**config.mk**
```make
export PLATFORM = sky130hd
export DESIGN_NAME = binary_to_roman_numeral_encoder
export DESIGN_NICKNAME = d
export VERILOG_FILES = /design/src/sv/brne_pkg.sv /design/src/sv/brne_dp.sv /design/src/sv/brne_ctrl.sv /design/src/sv/binary_to_roman_numeral_encoder.sv
export VERILOG_INCLUDE_DIRS = /design/src /design/src/sv
export SDC_FILE = /design/constraint.sdc
export NUM_CORES = 1
export LEC_CHECK = 0
export ABC_AREA = 1
export BUFFER_PORTS_ARGS = -buffer_cell sky130_fd_sc_hd__buf_2
export CAP_MARGIN = 40
export CORE_ASPECT_RATIO = 0.8
export CORE_MARGIN = 4
export CORE_UTILIZATION = 64
export CTS_CLUSTER_SIZE = 40
export DETAILED_ROUTE_END_ITERATION = 16
export PLACE_DENSITY = 0.95
export SYNTH_ARGS = -nofsm -noshare
export SYNTH_HDL_FRONTEND = slang
export SYNTH_SLANG_ARGS = --single-unit
```
**constraint.sdc**
```tcl
create_clock -name clock -period 7.84 [get_ports clock]
set_input_delay 0.392 -clock clock [delete_from_list [all_inputs] [get_ports clock]]
set_output_delay 0.392 -clock clock [all_outputs]
set_load 0.005 [all_outputs]
```
**src/sv/binary_to_roman_numeral_encoder_defines.svh**
```systemverilog
// ----------------------------------------------------------------------------
// binary_to_roman_numeral_encoder assertion macros
// shared concurrent assertion forms for the encoder
// ----------------------------------------------------------------------------
`ifndef BINARY_TO_ROMAN_NUMERAL_ENCODER_DEFINES_SVH
`define BINARY_TO_ROMAN_NUMERAL_ENCODER_DEFINES_SVH

// same-cycle implication
`define BRNE_ASSERT_NOW(label, clk, rst, ante, cons, msg) \
   label: assert property (@(posedge clk) disable iff (rst) (ante) |-> (cons)) \
      else $error(msg);

// next-cycle implication
`define BRNE_ASSERT_NEXT(label, clk, rst, ante, cons, msg) \
   label: assert property (@(posedge clk) disable iff (rst) (ante) |=> (cons)) \
      else $error(msg);

`endif

```
**src/sv/brne_pkg.sv**
```systemverilog
// ----------------------------------------------------------------------------
// brne_pkg
// types, numeral term table and letter codes for the roman numeral encoder
// ----------------------------------------------------------------------------
package brne_pkg;

   localparam int VALUE_W    = 12;
   localparam int SYMBOL_W   = 7;
   localparam int TERM_COUNT = 13;
   localparam int TERM_IDX_W = 4;

   localparam logic [VALUE_W-1:0] VALUE_MAX = 12'd3999;

   localparam logic [SYMBOL_W-1:0] SYM_NONE = 7'd0;
   localparam logic [SYMBOL_W-1:0] SYM_I    = 7'd73;
   localparam logic [SYMBOL_W-1:0] SYM_V    = 7'd86;
   localparam logic [SYMBOL_W-1:0] SYM_X    = 7'd88;
   localparam logic [SYMBOL_W-1:0] SYM_L    = 7'd76;
   localparam logic [SYMBOL_W-1:0] SYM_C    = 7'd67;
   localparam logic [SYMBOL_W-1:0] SYM_D    = 7'd68;
   localparam logic [SYMBOL_W-1:0] SYM_M    = 7'd77;

   typedef logic [VALUE_W-1:0]    value_type;
   typedef logic [SYMBOL_W-1:0]   symbol_type;
   typedef logic [TERM_IDX_W-1:0] term_idx_type;

   localparam value_type TERM_WEIGHT [TERM_COUNT] = '{
      12'd1000, 12'd900, 12'd500, 12'd400, 12'd100, 12'd90, 12'd50,
      12'd40, 12'd10, 12'd9, 12'd5, 12'd4, 12'd1
   };

   localparam symbol_type TERM_FIRST [TERM_COUNT] = '{
      SYM_M, SYM_C, SYM_D, SYM_C, SYM_C, SYM_X, SYM_L,
      SYM_X, SYM_X, SYM_I, SYM_V, SYM_I, SYM_I
   };

   localparam symbol_type TERM_SECOND [TERM_COUNT] = '{
      SYM_NONE, SYM_M, SYM_NONE, SYM_D, SYM_NONE, SYM_C, SYM_NONE,
      SYM_L, SYM_NONE, SYM_X, SYM_NONE, SYM_V, SYM_NONE
   };

   typedef struct packed {
      logic load;
      logic step;
   } brne_cmd_type;

   typedef struct packed {
      logic last;
   } brne_status_type;

endpackage

```
**src/sv/brne_dp.sv**
```systemverilog
// ----------------------------------------------------------------------------
// brne_dp
// datapath: remaining value, pending second letter and letter output register
// ----------------------------------------------------------------------------
module brne_dp (
   input  logic                     clock,
   input  logic                     reset,
   input  brne_pkg::value_type      req_value,
   input  brne_pkg::brne_cmd_type   cmd,
   output brne_pkg::brne_status_type status,
   output brne_pkg::symbol_type     rsp_symbol,
   output logic                     rsp_last,
   output logic                     rsp_error
);
   import brne_pkg::*;

   value_type    rest_ff, rest_in;
   logic         err_ff, err_in;
   logic         pend_ff, pend_in;
   symbol_type   pend_sym_ff, pend_sym_in;
   symbol_type   sym_ff, sym_in;
   logic         last_ff, last_in;
   logic         error_ff, error_in;
   term_idx_type term_idx;
   value_type    rest_sub;
   logic         has_second;

   // largest term not above the remaining value
   always_comb begin
      term_idx = '0;
      for (int i = TERM_COUNT - 1; i >= 0; i--) begin
         if (rest_ff >= TERM_WEIGHT[i]) begin
            term_idx = TERM_IDX_W'(i);
         end
      end
   end

   assign rest_sub   = rest_ff - TERM_WEIGHT[term_idx];
   assign has_second = (TERM_SECOND[term_idx] != SYM_NONE);

   always_comb begin
      rest_in     = rest_ff;
      err_in      = err_ff;
      pend_in     = pend_ff;
      pend_sym_in = pend_sym_ff;
      sym_in      = sym_ff;
      last_in     = last_ff;
      error_in    = error_ff;
      if (cmd.load) begin
         rest_in = req_value;
         err_in  = (req_value == '0) || (req_value > VALUE_MAX);
         pend_in = 1'b0;
      end else if (cmd.step) begin
         if (err_ff) begin
            sym_in   = SYM_NONE;
            last_in  = 1'b1;
            error_in = 1'b1;
         end else if (pend_ff) begin
            sym_in   = pend_sym_ff;
            last_in  = (rest_ff == '0);
            error_in = 1'b0;
            pend_in  = 1'b0;
         end else begin
            sym_in      = TERM_FIRST[term_idx];
            last_in     = !has_second && (rest_sub == '0);
            error_in    = 1'b0;
            rest_in     = rest_sub;
            pend_in     = has_second;
            pend_sym_in = TERM_SECOND[term_idx];
         end
      end
   end

   always_ff @(posedge clock) begin
      if (reset) begin
         pend_ff <= 1'b0;
         err_ff  <= 1'b0;
      end else begin
         pend_ff <= pend_in;
         err_ff  <= err_in;
      end
      rest_ff     <= rest_in;
      pend_sym_ff <= pend_sym_in;
      sym_ff      <= sym_in;
      last_ff     <= last_in;
      error_ff    <= error_in;
   end

   assign status.last = last_in;
   assign rsp_symbol  = sym_ff;
   assign rsp_last    = last_ff;
   assign rsp_error   = error_ff;

endmodule

```
**src/sv/brne_ctrl.sv**
```systemverilog
// ----------------------------------------------------------------------------
// brne_ctrl
// controller: accepts one value, steps the datapath one letter per transaction
// ----------------------------------------------------------------------------
module brne_ctrl (
   input  logic                      clock,
   input  logic                      reset,
   input  logic                      req_valid,
   output logic                      req_ready,
   output logic                      rsp_valid,
   input  logic                      rsp_ready,
   input  brne_pkg::brne_status_type status,
   output brne_pkg::brne_cmd_type    cmd
);
   import brne_pkg::*;

   localparam logic ST_IDLE = 1'b0;
   localparam logic ST_RUN  = 1'b1;

   logic state_ff, state_in;
   logic valid_ff, valid_in;
   logic out_free;

   assign out_free  = !valid_ff || rsp_ready;
   assign req_ready = (state_ff == ST_IDLE);
   assign cmd.load  = req_valid && req_ready;
   assign cmd.step  = (state_ff == ST_RUN) && out_free;

   always_comb begin
      state_in = state_ff;
      valid_in = valid_ff;
      if (rsp_ready) begin
         valid_in = 1'b0;
      end
      unique case (state_ff)
         ST_IDLE: begin
            if (cmd.load) begin
               state_in = ST_RUN;
            end
         end
         ST_RUN: begin
            if (cmd.step) begin
               valid_in = 1'b1;
               if (status.last) begin
                  state_in = ST_IDLE;
               end
            end
         end
         default: begin
            state_in = ST_IDLE;
         end
      endcase
   end

   always_ff @(posedge clock) begin
      if (reset) begin
         state_ff <= ST_IDLE;
         valid_ff <= 1'b0;
      end else begin
         state_ff <= state_in;
         valid_ff <= valid_in;
      end
   end

   assign rsp_valid = valid_ff;

endmodule

```
**src/sv/binary_to_roman_numeral_encoder.sv**
```systemverilog
// ----------------------------------------------------------------------------
// binary_to_roman_numeral_encoder
// converts a 12-bit value to its roman numeral, one ascii letter per transaction
// ----------------------------------------------------------------------------
// Each accepted value yields 1 to 15 letter transactions, most significant
// letter first, the final one flagged by rsp_last. Values 0 and 4000..4095
// yield a single transaction with rsp_error set and rsp_symbol 0. One value is
// worked on at a time: the value is loaded, then with rsp_ready held high
// one letter per cycle passes through the single letter output register.
// A new value is accepted while the final letter of the previous one still
// waits on the output.
module binary_to_roman_numeral_encoder (
   input  logic                 clock,
   input  logic                 reset,
   input  logic                 req_valid,
   output logic                 req_ready,
   input  brne_pkg::value_type  req_value,
   output logic                 rsp_valid,
   input  logic                 rsp_ready,
   output brne_pkg::symbol_type rsp_symbol,
   output logic                 rsp_last,
   output logic                 rsp_error
);
   import brne_pkg::*;

   `include "binary_to_roman_numeral_encoder_defines.svh"

   brne_cmd_type    cmd;
   brne_status_type status;

   brne_ctrl u_ctrl (
      .clock     (clock),
      .reset     (reset),
      .req_valid (req_valid),
      .req_ready (req_ready),
      .rsp_valid (rsp_valid),
      .rsp_ready (rsp_ready),
      .status    (status),
      .cmd       (cmd)
   );

   brne_dp u_dp (
      .clock      (clock),
      .reset      (reset),
      .req_value  (req_value),
      .cmd        (cmd),
      .status     (status),
      .rsp_symbol (rsp_symbol),
      .rsp_last   (rsp_last),
      .rsp_error  (rsp_error)
   );

   `BRNE_ASSERT_NOW(a_error_single, clock, reset, rsp_valid && rsp_error,
      rsp_last && (rsp_symbol == SYM_NONE), "error transaction not a lone zero")
   `BRNE_ASSERT_NOW(a_letter_legal, clock, reset, rsp_valid && !rsp_error,
      (rsp_symbol == SYM_I) || (rsp_symbol == SYM_V) || (rsp_symbol == SYM_X) ||
      (rsp_symbol == SYM_L) || (rsp_symbol == SYM_C) || (rsp_symbol == SYM_D) ||
      (rsp_symbol == SYM_M), "illegal numeral letter")
   `BRNE_ASSERT_NOW(a_accept_after_last, clock, reset, req_valid && req_ready,
      !rsp_valid || rsp_last, "value accepted mid numeral")
   `BRNE_ASSERT_NEXT(a_busy_after_accept, clock, reset, req_valid && req_ready,
      !req_ready, "second value accepted while converting")

endmodule
```
==> tab_implementation.tex, run 1 <==
\begin{tabular}{lr}
\hline
Metric & Value \\
\hline
\multicolumn{2}{l}{\textbf{Outcome}} \\
Status & completed \\
\multicolumn{2}{l}{\textbf{Global routing}} \\
Number of antenna violations at the first check in global routing & 0 \\
Largest net degree at the start of global routing & 18 \\
Aggregate global routing overflow & 0 \\
GRT Total Usage & 27.60\% \\
Vias in the first global route & 2356 \\
Wire length of the first global-routing pass & 11010 µm \\
\multicolumn{2}{l}{\textbf{Critical path}} \\
Critical path arrival & 4.67 ns \\
Worst R2R Path Depth & 27 \\
Cell with the largest stage delay on the worst path & sky130\_fd\_sc\_hd\_\_edfxtp\_1 \\
Data required time of the critical path & 8.07 ns \\
Crit path max fanout & 6 \\
Kind of end point of the critical path & flip-flop \\
Startpoint Class & flip-flop \\
Critical path type & flip-flop to flip-flop \\
Critical Path Max Stage Delay & 0.52 ns \\
Cell occurring most often along the worst timing path & sky130\_fd\_sc\_hd\_\_nand2\_1 \\
\multicolumn{2}{l}{\textbf{Yosys}} \\
Main area contributors after synthesis & sky130\_fd\_sc\_hd\_\_edfxtp\_1 (28\%), sky130\_fd\_sc\_hd\_\_nand2\_1 (14\%), sky130\_fd\_sc\_hd\_\_inv\_1 (7.8\%) \\
Yosys cell types & 38 \\
Area share of and/or/nand/nor cells after synthesis & 36.02\% \\
Number of flops mapped to enable cells by yosys & 25 \\
Largest family of logic cells by synthesized area & simple AND/OR/NAND/NOR gates \\
Seq/Total Area, Yosys & 32.18\% \\
Top FF cell, synth & sky130\_fd\_sc\_hd\_\_edfxtp\_1 \\
Post-synthesis adder-cell area fraction & 7.856\% \\
Synth Cell Area & 2644 µm² \\
Compound-cell area share of the yosys netlist & 12.73\% \\
Fraction of synthesized cell area taken by the top area cell type & 28.40\% \\
Seq cells post-synth & 30 \\
Multiplexer fraction of the synthesized cell area & 0\% \\
Share of synthesized registers carrying an async set or reset & 0\% \\
Mean instance size in the synthesized netlist & 7.013 µm² \\
Post-synthesis cell type with the largest combined area & sky130\_fd\_sc\_hd\_\_edfxtp\_1 \\
Synthesis warning total & 0 \\
Instance count of the mapped netlist & 377 \\
Net count after synthesis & 409 \\
XOR/XNOR Fraction of Synth Area & 0.6626\% \\
\multicolumn{2}{l}{\textbf{Floorplan}} \\
Total die area & 5230 µm² \\
Number of placement rows & 20 \\
Die outline width & 79.86 µm \\
Die Y & 65.49 µm \\
Number of top-level design ports & 27 \\
Starting utilization of the core area & 68.16\% \\
Area inside the core boundary & 3879 µm² \\
\multicolumn{2}{l}{\textbf{Drt}} \\
First-pass DRT Iterations & 5 \\
Final WL & 6921 µm \\
Remaining DRCs & 0 \\
Routed length per instance & 15.05 µm \\
Iteration-0 DRC Markers & 361 \\
Drt via density & 5.722 \\
Total via count in the routed design & 2632 \\
Number of antenna-violating nets in the routed design & 0 \\
\multicolumn{2}{l}{\textbf{Finish}} \\
Multi-input gate area & 1518 µm² \\
Most common cell after layout, fill and taps aside & sky130\_fd\_sc\_hd\_\_nand2\_1 \\
Fraction of layout instances using a drive strength above 1 & 17.53\% \\
Number of filler cells placed in the layout & 300 \\
FF+latch area & 850.8 µm² \\
Count of inserted antenna diode cells & 0 \\
Synth-to-layout area growth & 9.181\% \\
Final net count & 437 \\
Commonest non-fill, non-tap cells in the layout & sky130\_fd\_sc\_hd\_\_nand2\_1 (98), sky130\_fd\_sc\_hd\_\_inv\_1 (55), sky130\_fd\_sc\_hd\_\_nor2\_1 (36) \\
\multicolumn{2}{l}{\textbf{Min path}} \\
Hold WC Path Type & input port to flip-flop \\
Hold path cells & 2 \\
\multicolumn{2}{l}{\textbf{Clock tree}} \\
CTS hold repair buffers & 0 \\
Resize count post-CTS & 0 \\
Clock tree from TritonCTS & built \\
Clock input transition at the sequential cells of the worst setup and hold paths & 0.07 ns \\
Clock Sink Count & 30 \\
Worst-case clock buffer depth & 2 \\
Clk root buf & sky130\_fd\_sc\_hd\_\_clkbuf\_8 \\
Cts bufs inserted & 5 \\
Count of buffers added by post-CTS timing repair for setup & 0 \\
CTS H-tree lvls & 2 \\
Clock latency at the later pin of the worst-skew pair & 0.29 ns \\
\multicolumn{2}{l}{\textbf{Power}} \\
Internal portion of total power & 584.2 µW \\
Maximum resistive drop on vdd & 0.3016 mV \\
Sequential cell fraction of total power & 23.4\% \\
Pwr dens & 451.1 nW/µm² \\
Power share of the clock group & 9.2\% \\
Leakage Power & 1.502 nW \\
Psw & 717.9 µW \\
Logic pwr share & 67.4\% \\
Switching portion of total power & 55.14\% \\
\multicolumn{2}{l}{\textbf{STA}} \\
Portion of the clock cycle consumed by the worst path in the final layout & 56.58\% \\
Final number of max-transition violations & 0 \\
Setup violators final & 0 \\
Final hold violation count & 0 \\
Smallest setup slack after layout & 3.404 ns \\
Crit path time final & 4.436 ns \\
Relative slew margins & 61.24\% \\
Setup\_tns & 0 ns \\
Maximum operating frequency & 225.4 MHz \\
RSZ-0062 raised after global routing & false \\
Actual transition at the worst max-transition pin & 0.5792 ns \\
Clock Skews & 0.003786 ns \\
\multicolumn{2}{l}{\textbf{Place}} \\
Post-DP HPWL & 5363 µm \\
Port bufs & 25 \\
Pre-CTS setup slack & 3.590 ns \\
Routability congestion estimate & 0.9688 \\
\multicolumn{2}{l}{\textbf{Run}} \\
Max-cap violation count & 0 \\
\hline
\end{tabular}
-- sequential cells by signal, summed over array words and instances, names as in the netlist --
signal	flops
u_dp.pend_ff	1
u_dp.rsp_symbol	6
u_dp.rsp_last	1
u_dp.rest_ff	12
u_dp.err_ff	1
u_ctrl.state_ff	1
u_dp.rsp_error	1
u_dp.pend_sym_ff	6
u_ctrl.rsp_valid	1
-- final cells by class --
class / count / area share [%]
Sequential cell: 30 / 29.48
Clock buffer: 5 / 2.384
Multi-Input combinational cell: 279 / 52.58
Clock inverter: 2 / 0.3468
Inverter: 63 / 8.236
Timing Repair Buffer: 26 / 4.595
Tap cell: 55 / 2.384
-- critical path: cells and delay by family (launching register included) --
kind            cells  cell delay, ns
flops               1            0.52
fa+ha+maj           2            0.66
buf+inv             5            0.52
simple gates       17            1.94
compound gates      3            0.75
-- stage by stage --
stage	util, %	power, mW	hold WS [ns]	cell area, µm²	instances
CTS	74.42	1.267	0.2649	2887	460
global route	74.42	1.406	0.2765	2887	460
finish	74.42	1.302	0.2659	2887	460
floorplan	-	0.9372	0.4611	2644	377
detailed placement	72.39	1.139	0.4796	2808	453
global placement	72.39	1.114	0.4696	2808	453
-- kinds of logic (layout without fill, tap and decap cells) --
kind of cell    after synthesis  count (layout)
other cells                   1               1
simple gates                200             200
fa+ha+maj                    16              16
xor+xnor                      2               2
buf+inv                      68              96
compound gates               60              60
flops                        30              30
-- metal layers --
metal,GRT usage [%],part of all wire (%),up-vias
met4,9.705,2.2,0
met2,41.67,42,169
met1,39.74,44,1165
met3,5.068,11,17
met5,0,0,-
li1,-,-,1281
-- path summary, 6_finish.rpt --
path | startpoint | slack (ns) | endpoint
min | reset | 0.27 | u_ctrl.rsp_valid
min reg2reg | u_ctrl.rsp_valid | 0.50 | u_ctrl.rsp_valid
max reg2reg | u_dp.rest_ff[4] | 3.40 | u_dp.rsp_last
max | u_dp.rest_ff[4] | 3.40 | u_dp.rsp_last
-- synthesized netlist by cell type, types with 6 or more instances --
cell type	number
sky130_fd_sc_hd__a21oi_1	17
sky130_fd_sc_hd__o21ai_0	25
sky130_fd_sc_hd__inv_2	6
sky130_fd_sc_hd__edfxtp_1	25
sky130_fd_sc_hd__inv_1	55
sky130_fd_sc_hd__ha_1	15
sky130_fd_sc_hd__nor2_2	8
sky130_fd_sc_hd__nand2_4	7
sky130_fd_sc_hd__nand2_1	98
sky130_fd_sc_hd__nand4_1	7
sky130_fd_sc_hd__a31oi_1	8
sky130_fd_sc_hd__nand3_1	25
sky130_fd_sc_hd__nor2_1	36
-- power by group through the flow --
stage                     clock network [mW]  logic (mW)  registers, mW
after floorplan                            0       0.653          0.284
after global placement                     0       0.812          0.303
after detailed placement                   0       0.833          0.306
after CTS                              0.119       0.845          0.303
after global routing                   0.127       0.970          0.309
final                                  0.119       0.878          0.305
Power figures use the tool's default switching activity.
==> inputs of run 2 (changes only) <==
ABC_AREA = 0   (was 1)
CORE_UTILIZATION = 59   (was 64)
PLACE_DENSITY = 0.92   (was 0.95)
clock period = 4.5 ns   (was 7.84 ns; I/O delays follow)
==> run 2 against run 1 <==
Register-to-register slack got worse by 3.3 ns. Critical endpoint is now u_ctrl.state_ff. Combinational power rose by 90%. Critical path type unchanged. Fmax rose by 1.9%. Synthesized area fell by 4.1%. Sequential power rose by 54%. Clock skew rose by 0.015 ns. Critical path depth fell by 10. Design area rose by 4.9%. Core utilization fell by 1.9 points. Clock power rose by 100%. Via count fell by 2.5%. Highest routed layer unchanged.
==> tab_implementation.tex, run 2 <==
\begin{tabular}{lr}
\hline
Metric & Value \\
\hline
\multicolumn{2}{l}{\textbf{Clock tree}} \\
Cts bufs inserted & 5 (unchanged) \\
CTS hold repair buffers & 0 (unchanged) \\
Count of buffers added by post-CTS timing repair for setup & 0 (unchanged) \\
CTS H-tree lvls & 2 (unchanged) \\
Clock tree from TritonCTS & built (unchanged) \\
Clock Sink Count & 30 (unchanged) \\
Worst-case clock buffer depth & 2 (unchanged) \\
Clock input transition at the sequential cells of the worst setup and hold paths & 0.07 ns (about the same) \\
Clock latency at the later pin of the worst-skew pair & 0.31 ns (was 0.29 ns) \\
Clk root buf & sky130\_fd\_sc\_hd\_\_clkbuf\_8 (unchanged) \\
\multicolumn{2}{l}{\textbf{Finish}} \\
Most common cell after layout, fill and taps aside & sky130\_fd\_sc\_hd\_\_nand2\_1 (unchanged) \\
Count of inserted antenna diode cells & 0 (unchanged) \\
Final net count & 367 (was 437) \\
Non-filler instance count after layout & 393 (was 460) \\
Final Instance Area & 3029 µm² (was 2887 µm²) \\
Register name with the most flops & u\_dp.rest\_ff (unchanged) \\
Commonest non-fill, non-tap cells in the layout & sky130\_fd\_sc\_hd\_\_nand2\_1 (38), sky130\_fd\_sc\_hd\_\_buf\_2 (26), sky130\_fd\_sc\_hd\_\_edfxtp\_1 (25), sky130\_fd\_sc\_hd\_\_buf\_4 (24), sky130\_fd\_sc\_hd\_\_nor2\_1 (23) (was sky130\_fd\_sc\_hd\_\_nand2\_1 (98), sky130\_fd\_sc\_hd\_\_inv\_1 (55), sky130\_fd\_sc\_hd\_\_nor2\_1 (36)) \\
Number of filler cells placed in the layout & 293 (was 300) \\
Synth-to-layout area growth & 19.50\% (was 9.181\%) \\
Max FFs per register & 12 (unchanged) \\
Fraction of layout instances using a drive strength above 1 & 26.79\% (was 17.53\%) \\
\multicolumn{2}{l}{\textbf{Global routing}} \\
Vias in the first global route & 2395 (was 2356) \\
Number of antenna violations at the first check in global routing & 0 (unchanged) \\
Largest net degree at the start of global routing & 17 (was 18) \\
Wire length of the first global-routing pass & 11750 µm (was 11010 µm) \\
GRT Total Usage & 29.08\% (was 27.60\%) \\
Aggregate global routing overflow & 0 (unchanged) \\
\multicolumn{2}{l}{\textbf{Min path}} \\
Hold WC Path Type & input port to flip-flop (unchanged) \\
Hold path start & reset (unchanged) \\
Hold Crit Endpoint & u\_dp.err\_ff (was u\_ctrl.rsp\_valid) \\
Hold path cells & 2 (unchanged) \\
\multicolumn{2}{l}{\textbf{Place}} \\
Instance area after placement & 2849 µm² (was 2808 µm²) \\
Port bufs & 25 (unchanged) \\
Pre-CTS setup slack & -0.002575 ns (was 3.590 ns) \\
Routability congestion estimate & 0.9626 (was 0.9688) \\
Cell total after placement & 385 (was 453) \\
Post-DP HPWL & 5180 µm (was 5363 µm) \\
\multicolumn{2}{l}{\textbf{Yosys}} \\
Net count after synthesis & 323 (was 409) \\
Seq/Total Area, Yosys & 33.56\% (was 32.18\%) \\
Instance count of the mapped netlist & 291 (was 377) \\
Seq cells post-synth & 30 (unchanged) \\
Top FF cell, synth & sky130\_fd\_sc\_hd\_\_edfxtp\_1 (unchanged) \\
Synthesis warning total & 0 (unchanged) \\
Mean instance size in the synthesized netlist & 8.711 µm² (was 7.013 µm²) \\
Number of flops mapped to enable cells by yosys & 25 (unchanged) \\
Share of synthesized registers carrying an async set or reset & 0\% (unchanged) \\
Most frequent cell after synthesis & sky130\_fd\_sc\_hd\_\_nand2\_1 (unchanged) \\
Fraction of synthesized cell area taken by the top area cell type & 29.62\% (was 28.40\%) \\
Synth Cell Area & 2535 µm² (was 2644 µm²) \\
Post-synthesis cell type with the largest combined area & sky130\_fd\_sc\_hd\_\_edfxtp\_1 (unchanged) \\
Main area contributors after synthesis & sky130\_fd\_sc\_hd\_\_edfxtp\_1 (30\%), sky130\_fd\_sc\_hd\_\_ha\_1 (7.4\%), sky130\_fd\_sc\_hd\_\_nand2\_1 (5.8\%) (was sky130\_fd\_sc\_hd\_\_edfxtp\_1 (28\%), sky130\_fd\_sc\_hd\_\_nand2\_1 (14\%), sky130\_fd\_sc\_hd\_\_inv\_1 (7.8\%)) \\
Yosys cell types & 68 (was 38) \\
Synth cell count leaders & sky130\_fd\_sc\_hd\_\_nand2\_1 (39), sky130\_fd\_sc\_hd\_\_edfxtp\_1 (25), sky130\_fd\_sc\_hd\_\_nor2\_1 (23) (was sky130\_fd\_sc\_hd\_\_nand2\_1 (98), sky130\_fd\_sc\_hd\_\_inv\_1 (55), sky130\_fd\_sc\_hd\_\_nor2\_1 (36)) \\
\multicolumn{2}{l}{\textbf{Critical path}} \\
Register-to-register setup slack & 0.15 ns (was 3.40 ns) \\
Data required time of the critical path & 4.67 ns (was 8.07 ns) \\
Startpoint Class & flip-flop (unchanged) \\
R2R Path Start & u\_dp.rest\_ff[7] (was u\_dp.rest\_ff[4]) \\
Sequence of cells on the critical path & buf\_4 > nand2b\_1 > o2bb2ai\_2 > a2111oi\_4 > nor3\_1 > nand3b\_4 > ha\_1 > o21a\_1 > ha\_1 > fa\_2 > nand2b\_1 > a21oi\_2 > o2111ai\_1 > and2\_1 > o31a\_1 > o41ai\_2 > nor3\_2 \\
Critical path type & flip-flop to flip-flop (unchanged) \\
Crit path max fanout & 6 (unchanged) \\
Delay-heaviest family, CP & compound AO/OA/AOI/OAI gates (was simple AND/OR/NAND/NOR gates) \\
Critical path arrival & 4.52 ns (was 4.67 ns) \\
Critical Path Max Stage Delay & 0.43 ns (was 0.52 ns) \\
Worst R2R Path Depth & 17 (was 27) \\
Terminus of the critical flop-to-flop path & u\_ctrl.state\_ff (was u\_dp.rsp\_last) \\
Cell with the largest stage delay on the worst path & sky130\_fd\_sc\_hd\_\_edfxtp\_1 (unchanged) \\
Kind of end point of the critical path & flip-flop (unchanged) \\
WP buf/inv & 1 (was 5) \\
Startpoint of the worst setup timing path & u\_dp.rest\_ff[7] (was u\_dp.rest\_ff[4]) \\
\multicolumn{2}{l}{\textbf{STA}} \\
Clock Skews & 0.01922 ns (was 0.003786 ns) \\
Portion of the clock cycle consumed by the worst path in the final layout & 96.69\% (was 56.58\%) \\
Maximum operating frequency & 229.8 MHz (was 225.4 MHz) \\
Actual transition at the worst max-transition pin & 0.9388 ns (was 0.5792 ns) \\
Setup violators final & 0 (unchanged) \\
Relative slew margins & 37.28\% (was 61.24\%) \\
Final number of max-transition violations & 0 (unchanged) \\
Final hold violation count & 0 (unchanged) \\
Tightest hold margin & 0.1564 ns (was 0.2659 ns) \\
Smallest setup slack after layout & 0.1491 ns (was 3.404 ns) \\
Crit path time final & 4.351 ns (was 4.436 ns) \\
\multicolumn{2}{l}{\textbf{Drt}} \\
Number of antenna-violating nets in the routed design & 0 (unchanged) \\
Remaining DRCs & 0 (unchanged) \\
Total via count in the routed design & 2566 (was 2632) \\
Iteration-0 DRC Markers & 292 (was 361) \\
Final WL & 7447 µm (was 6921 µm) \\
Routed length per instance & 18.95 µm (was 15.05 µm) \\
Drt via density & 6.529 (was 5.722) \\
First-pass DRT Iterations & 5 (unchanged) \\
\multicolumn{2}{l}{\textbf{Power}} \\
Pwr dens & 786.7 nW/µm² (was 451.1 nW/µm²) \\
Maximum resistive drop on vdd & 0.4065 mV (was 0.3016 mV) \\
Leakage Power & 1.252 nW (was 1.502 nW) \\
Final Total Pwr & 2.383 mW (was 1.302 mW) \\
\multicolumn{2}{l}{\textbf{Floorplan}} \\
Number of top-level design ports & 27 (unchanged) \\
Area inside the core boundary & 4178 µm² (was 3879 µm²) \\
Die outline width & 81.29 µm (was 79.86 µm) \\
Number of placement rows & 21 (was 20) \\
Total die area & 5416 µm² (was 5230 µm²) \\
Die Y & 66.63 µm (was 65.49 µm) \\
Starting utilization of the core area & 60.68\% (was 68.16\%) \\
\multicolumn{2}{l}{\textbf{Outcome}} \\
Status & completed (unchanged) \\
\multicolumn{2}{l}{\textbf{Run}} \\
Max-cap violation count & 0 (unchanged) \\
\hline
\end{tabular}
run 2: logic make-up (layout without fill, tap and decap cells):
| group | Yosys count | in the layout | share of synthesized area [%] |
|---|---|---|---|
| fa+ha+maj | 16 | 16 | 8.194 |
| compound gates | 73 | 73 | 20.98 |
| mux | 2 | 2 | 0.7898 |
| buf+inv | 30 | 75 | 5.182 |
| xor+xnor | 9 | 9 | 3.109 |
| flops | 30 | 30 | 33.56 |
| other cells | 1 | 1 | 0.1479 |
| simple gates | 130 | 130 | 28.04 |
run 2: cell type report:
| type | count | area (µm²) | share of cell area [%] |
|---|---|---|---|
| Clock inverter | 2 | 12.51 | 0.4131 |
| Inverter | 17 | 63.81 | 2.107 |
| Multi-Input combinational cell | 231 | 1638 | 54.07 |
| Sequential cell | 30 | 850.8 | 28.09 |
| Clock buffer | 6 | 82.58 | 2.726 |
| Timing Repair Buffer | 50 | 310.3 | 10.24 |
| Tap cell | 57 | 71.32 | 2.354 |
run 2: worst max-delay path by stage:
stage | endpoint | cells past startpoint | slack [ns]
global route | u_ctrl.state_ff | 19 | -0.04
floorplan | u_ctrl.state_ff | 17 | 0.14
global placement | u_ctrl.state_ff | 16 | 0.10
detailed placement | u_ctrl.state_ff | 17 | -0.003
finish | u_ctrl.state_ff | 17 | 0.15
CTS | u_ctrl.state_ff | 17 | 0.06
run 2: timing repair:
item,4_1_cts,5_1_grt
gates resized for setup,3,11
pin swaps,0,3
setup endpoints to repair,3,4
run 2: metal layers:
layer / GRT usage [%] / up-vias / routed length (µm)
met5: 0 / - / 0
met4: 15.19 / 0 / 355
met3: 9.730 / 36 / 820
met2: 43.50 / 166 / 3262
met1: 37.01 / 1199 / 3007
li1: - / 1165 / -
run 2: metrics by stage:
stage	util (%)	TNS (ns)
3_5_place_dp	68.19	-0.002575
5_1_grt	72.51	-0.06399
2_1_floorplan	-	0
6_report	72.51	0
4_1_cts	70.89	0
3_3_place_gp	68.07	0
run 2: where the power goes:
part	total [mW]	leakage [nW]	switching (mW)	internal (mW)
clock	0.243	0.0472	0.120	0.123
combinational	1.67	0.922	1.00	0.664
sequential	0.471	0.282	0.0567	0.415
total	2.38	1.25	1.18	1.20
==> inputs of run 3 (changes only) <==
CORE_MARGIN = 5   (was 4)
SKIP_LAST_GASP = 1   (was unset)
==> run 3 against run 2 <==
Die area grew 5.5%. Power is 1.2% higher. Global-route usage down 2.9 points. Combinational power barely moved. Critical endpoint unchanged. Highest routed layer unchanged.
==> tab_implementation.tex, run 3 (synthesis results as in run 2) <==
\begin{tabular}{lr}
\hline
Metric & Value \\
\hline
\multicolumn{2}{l}{\textbf{Outcome}} \\
Status & completed (unchanged) \\
\multicolumn{2}{l}{\textbf{Place}} \\
Post-DP HPWL & 5457 µm (was 5180 µm) \\
Port bufs & 25 (unchanged) \\
Pre-CTS setup slack & -0.1330 ns (was -0.002575 ns) \\
Cell total after placement & 384 (was 385) \\
Routability congestion estimate & 0.9541 (was 0.9626) \\
\multicolumn{2}{l}{\textbf{Critical path}} \\
Cell occurring most often along the worst timing path & sky130\_fd\_sc\_hd\_\_o21ai\_1 \\
Kind of end point of the critical path & flip-flop (unchanged) \\
Startpoint Class & flip-flop (unchanged) \\
Critical Path Max Stage Delay & 0.48 ns (was 0.43 ns) \\
Critical path arrival & 4.60 ns (was 4.52 ns) \\
Crit path max fanout & 7 (was 6) \\
Sequence of cells on the critical path & nor4\_4 > o211ai\_1 > a2111oi\_2 > nor3\_1 > nand3b\_4 > ha\_4 > nand2\_1 > o21ai\_1 > nand2b\_1 > ha\_1 > a21o\_1 > or4\_4 > o21ai\_1 > xor2\_1 > nand4b\_1 > o41ai\_4 > nor3\_2 (was buf\_4 > nand2b\_1 > o2bb2ai\_2 > a2111oi\_4 > nor3\_1 > nand3b\_4 > ha\_1 > o21a\_1 > ha\_1 > fa\_2 > nand2b\_1 > a21oi\_2 > o2111ai\_1 > and2\_1 > o31a\_1 > o41ai\_2 > nor3\_2) \\
Cell with the largest stage delay on the worst path & sky130\_fd\_sc\_hd\_\_or4\_4 (was sky130\_fd\_sc\_hd\_\_edfxtp\_1) \\
Data required time of the critical path & 4.68 ns (was 4.67 ns) \\
Critical path type & flip-flop to flip-flop (unchanged) \\
\multicolumn{2}{l}{\textbf{Drt}} \\
Number of antenna-violating nets in the routed design & 0 (unchanged) \\
Routed length per instance & 19.28 µm (was 18.95 µm) \\
Iteration-0 DRC Markers & 332 (was 292) \\
Final WL & 7596 µm (was 7447 µm) \\
Total via count in the routed design & 2592 (was 2566) \\
Drt via density & 6.579 (was 6.529) \\
Remaining DRCs & 0 (unchanged) \\
First-pass DRT Iterations & 5 (unchanged) \\
\multicolumn{2}{l}{\textbf{Finish}} \\
FF+latch area & 850.8 µm² (unchanged) \\
Non-filler instance count after layout & 394 (was 393) \\
Count of inserted antenna diode cells & 0 (unchanged) \\
Number of filler cells placed in the layout & 283 (was 293) \\
Max FFs per register & 12 (unchanged) \\
Commonest non-fill, non-tap cells in the layout & sky130\_fd\_sc\_hd\_\_nand2\_1 (38), sky130\_fd\_sc\_hd\_\_buf\_2 (26), sky130\_fd\_sc\_hd\_\_buf\_4 (25), sky130\_fd\_sc\_hd\_\_edfxtp\_1 (25), sky130\_fd\_sc\_hd\_\_nor2\_1 (23) (was sky130\_fd\_sc\_hd\_\_nand2\_1 (38), sky130\_fd\_sc\_hd\_\_buf\_2 (26), sky130\_fd\_sc\_hd\_\_edfxtp\_1 (25), sky130\_fd\_sc\_hd\_\_buf\_4 (24), sky130\_fd\_sc\_hd\_\_nor2\_1 (23)) \\
Synth-to-layout area growth & 19.79\% (was 19.50\%) \\
Final net count & 368 (was 367) \\
Register name with the most flops & u\_dp.rest\_ff (unchanged) \\
Multi-input gate area & 1638 µm² (unchanged) \\
Fraction of layout instances using a drive strength above 1 & 26.71\% (was 26.79\%) \\
Most common cell after layout, fill and taps aside & sky130\_fd\_sc\_hd\_\_nand2\_1 (unchanged) \\
\multicolumn{2}{l}{\textbf{Clock tree}} \\
Worst-case clock buffer depth & 2 (unchanged) \\
Clock latency at the later pin of the worst-skew pair & 0.30 ns (was 0.31 ns) \\
Clock Sink Count & 30 (unchanged) \\
CTS hold repair buffers & 0 (unchanged) \\
Clock tree from TritonCTS & built (unchanged) \\
Cts bufs inserted & 5 (unchanged) \\
Clk root buf & sky130\_fd\_sc\_hd\_\_clkbuf\_8 (unchanged) \\
CTS H-tree lvls & 2 (unchanged) \\
Clock input transition at the sequential cells of the worst setup and hold paths & 0.08 ns (was 0.07 ns) \\
\multicolumn{2}{l}{\textbf{Min path}} \\
Hold WC Path Type & input port to flip-flop (unchanged) \\
\multicolumn{2}{l}{\textbf{Power}} \\
Psw & 1.191 mW (was 1.182 mW) \\
Leakage Power & 1.277 nW (was 1.252 nW) \\
Logic pwr share & 70.6\% (was 70.0\%) \\
Power share of the clock group & 10.0\% (was 10.2\%) \\
Final Total Pwr & 2.411 mW (was 2.383 mW) \\
Maximum resistive drop on vdd & 0.4337 mV (was 0.4065 mV) \\
Sequential cell fraction of total power & 19.5\% (was 19.8\%) \\
Switching portion of total power & 49.42\% (was 49.60\%) \\
Internal portion of total power & 1.219 mW (was 1.201 mW) \\
Pwr dens & 793.9 nW/µm² (was 786.7 nW/µm²) \\
\multicolumn{2}{l}{\textbf{Global routing}} \\
Number of antenna violations at the first check in global routing & 0 (unchanged) \\
Vias in the first global route & 2420 (was 2395) \\
Aggregate global routing overflow & 0 (unchanged) \\
Wire length of the first global-routing pass & 11620 µm (was 11750 µm) \\
GRT Total Usage & 26.17\% (was 29.08\%) \\
Largest net degree at the start of global routing & 17 (unchanged) \\
\multicolumn{2}{l}{\textbf{STA}} \\
Crit path time final & 4.427 ns (was 4.351 ns) \\
Portion of the clock cycle consumed by the worst path in the final layout & 98.38\% (was 96.69\%) \\
Relative slew margins & 35.89\% (was 37.28\%) \\
Smallest setup slack after layout & 0.07289 ns (was 0.1491 ns) \\
Final hold violation count & 0 (unchanged) \\
Maximum operating frequency & 225.9 MHz (was 229.8 MHz) \\
Setup violators final & 0 (unchanged) \\
Tightest hold margin & 0.1499 ns (was 0.1564 ns) \\
Final number of max-transition violations & 0 (unchanged) \\
Clock Skews & 0.007906 ns (was 0.01922 ns) \\
Actual transition at the worst max-transition pin & 0.9597 ns (was 0.9388 ns) \\
\multicolumn{2}{l}{\textbf{Floorplan}} \\
Die Y & 68.63 µm (was 66.63 µm) \\
Number of placement rows & 21 (unchanged) \\
Total die area & 5715 µm² (was 5416 µm²) \\
Number of top-level design ports & 27 (unchanged) \\
Starting utilization of the core area & 60.68\% (unchanged) \\
Area inside the core boundary & 4178 µm² (unchanged) \\
Die outline width & 83.29 µm (was 81.29 µm) \\
\multicolumn{2}{l}{\textbf{Run}} \\
Max-cap violation count & 0 (unchanged) \\
\hline
\end{tabular}
[run 3: changes by cell type in the layout (fill, tap and decap cells not counted), sizes merged]
cell,before,now
buf,50,51
[run 3: stage by stage]
stage | instance area (µm²) | utilization (%) | TNS [ns]
3_3_place_gp | 2836 | 67.89 | 0
6_report | 3037 | 72.69 | 0
4_1_cts | 2960 | 70.86 | 0
5_1_grt | 3037 | 72.69 | -0.007858
2_1_floorplan | 2535 | - | 0
3_5_place_dp | 2841 | 68.01 | -0.2953
[run 3: what timing repair did]
action,CTS,global route
setup buffers,0,2
gates resized for setup,4,9
setup endpoints to repair,4,4
pin swaps,1,2
[run 3: worst paths after layout]
kind / startpoint / end / slack, ns / depth (start not counted)
max: u_dp.rest_ff[7] / u_ctrl.state_ff / 0.07 / 17
min: reset / u_ctrl.state_ff / 0.15 / 2
max reg2reg: u_dp.rest_ff[7] / u_ctrl.state_ff / 0.07 / 17
min reg2reg: u_dp.rsp_last / u_dp.rsp_last / 0.47 / 1
[run 3: cell type report]
cell class              instances  area share, %
multi-input cells             231          53.93
flip-flops and latches         30          28.02
repair buffers                 51          10.47
clock buffers                   6          2.719
well taps                      57          2.349
inverters                      17          2.101
clock inverters                 2         0.4120
[run 3: power by group through the flow]
stage                     Sequential (mW)  Clock (mW)  Combinational [mW]
after detailed placement            0.456           0                1.51
after global routing                0.474       0.249                1.80
final                               0.469       0.240                1.70
after global placement              0.451           0                1.43
after CTS                           0.458       0.238                1.55
after floorplan                     0.478           0                1.04
[run 3: layer usage]
layer	wire length [µm]	vias to the layer above	track usage [%]
met5	0	-	0
met4	292	0	10.00
met3	771	45	5.463
met2	3444	212	45.10
met1	3087	1176	33.06
li1	-	1159	-
[run 3: worst max-delay path: cells and delay by family, from the launching register on]
family,cells,cell delay (ns)
XOR/XNOR,1,0.23
AO/OA/AOI/OAI,6,1.47
AND/OR/NAND/NOR,8,1.51
flip-flops,1,0.44
adder cells (fa/ha/maj),2,0.62
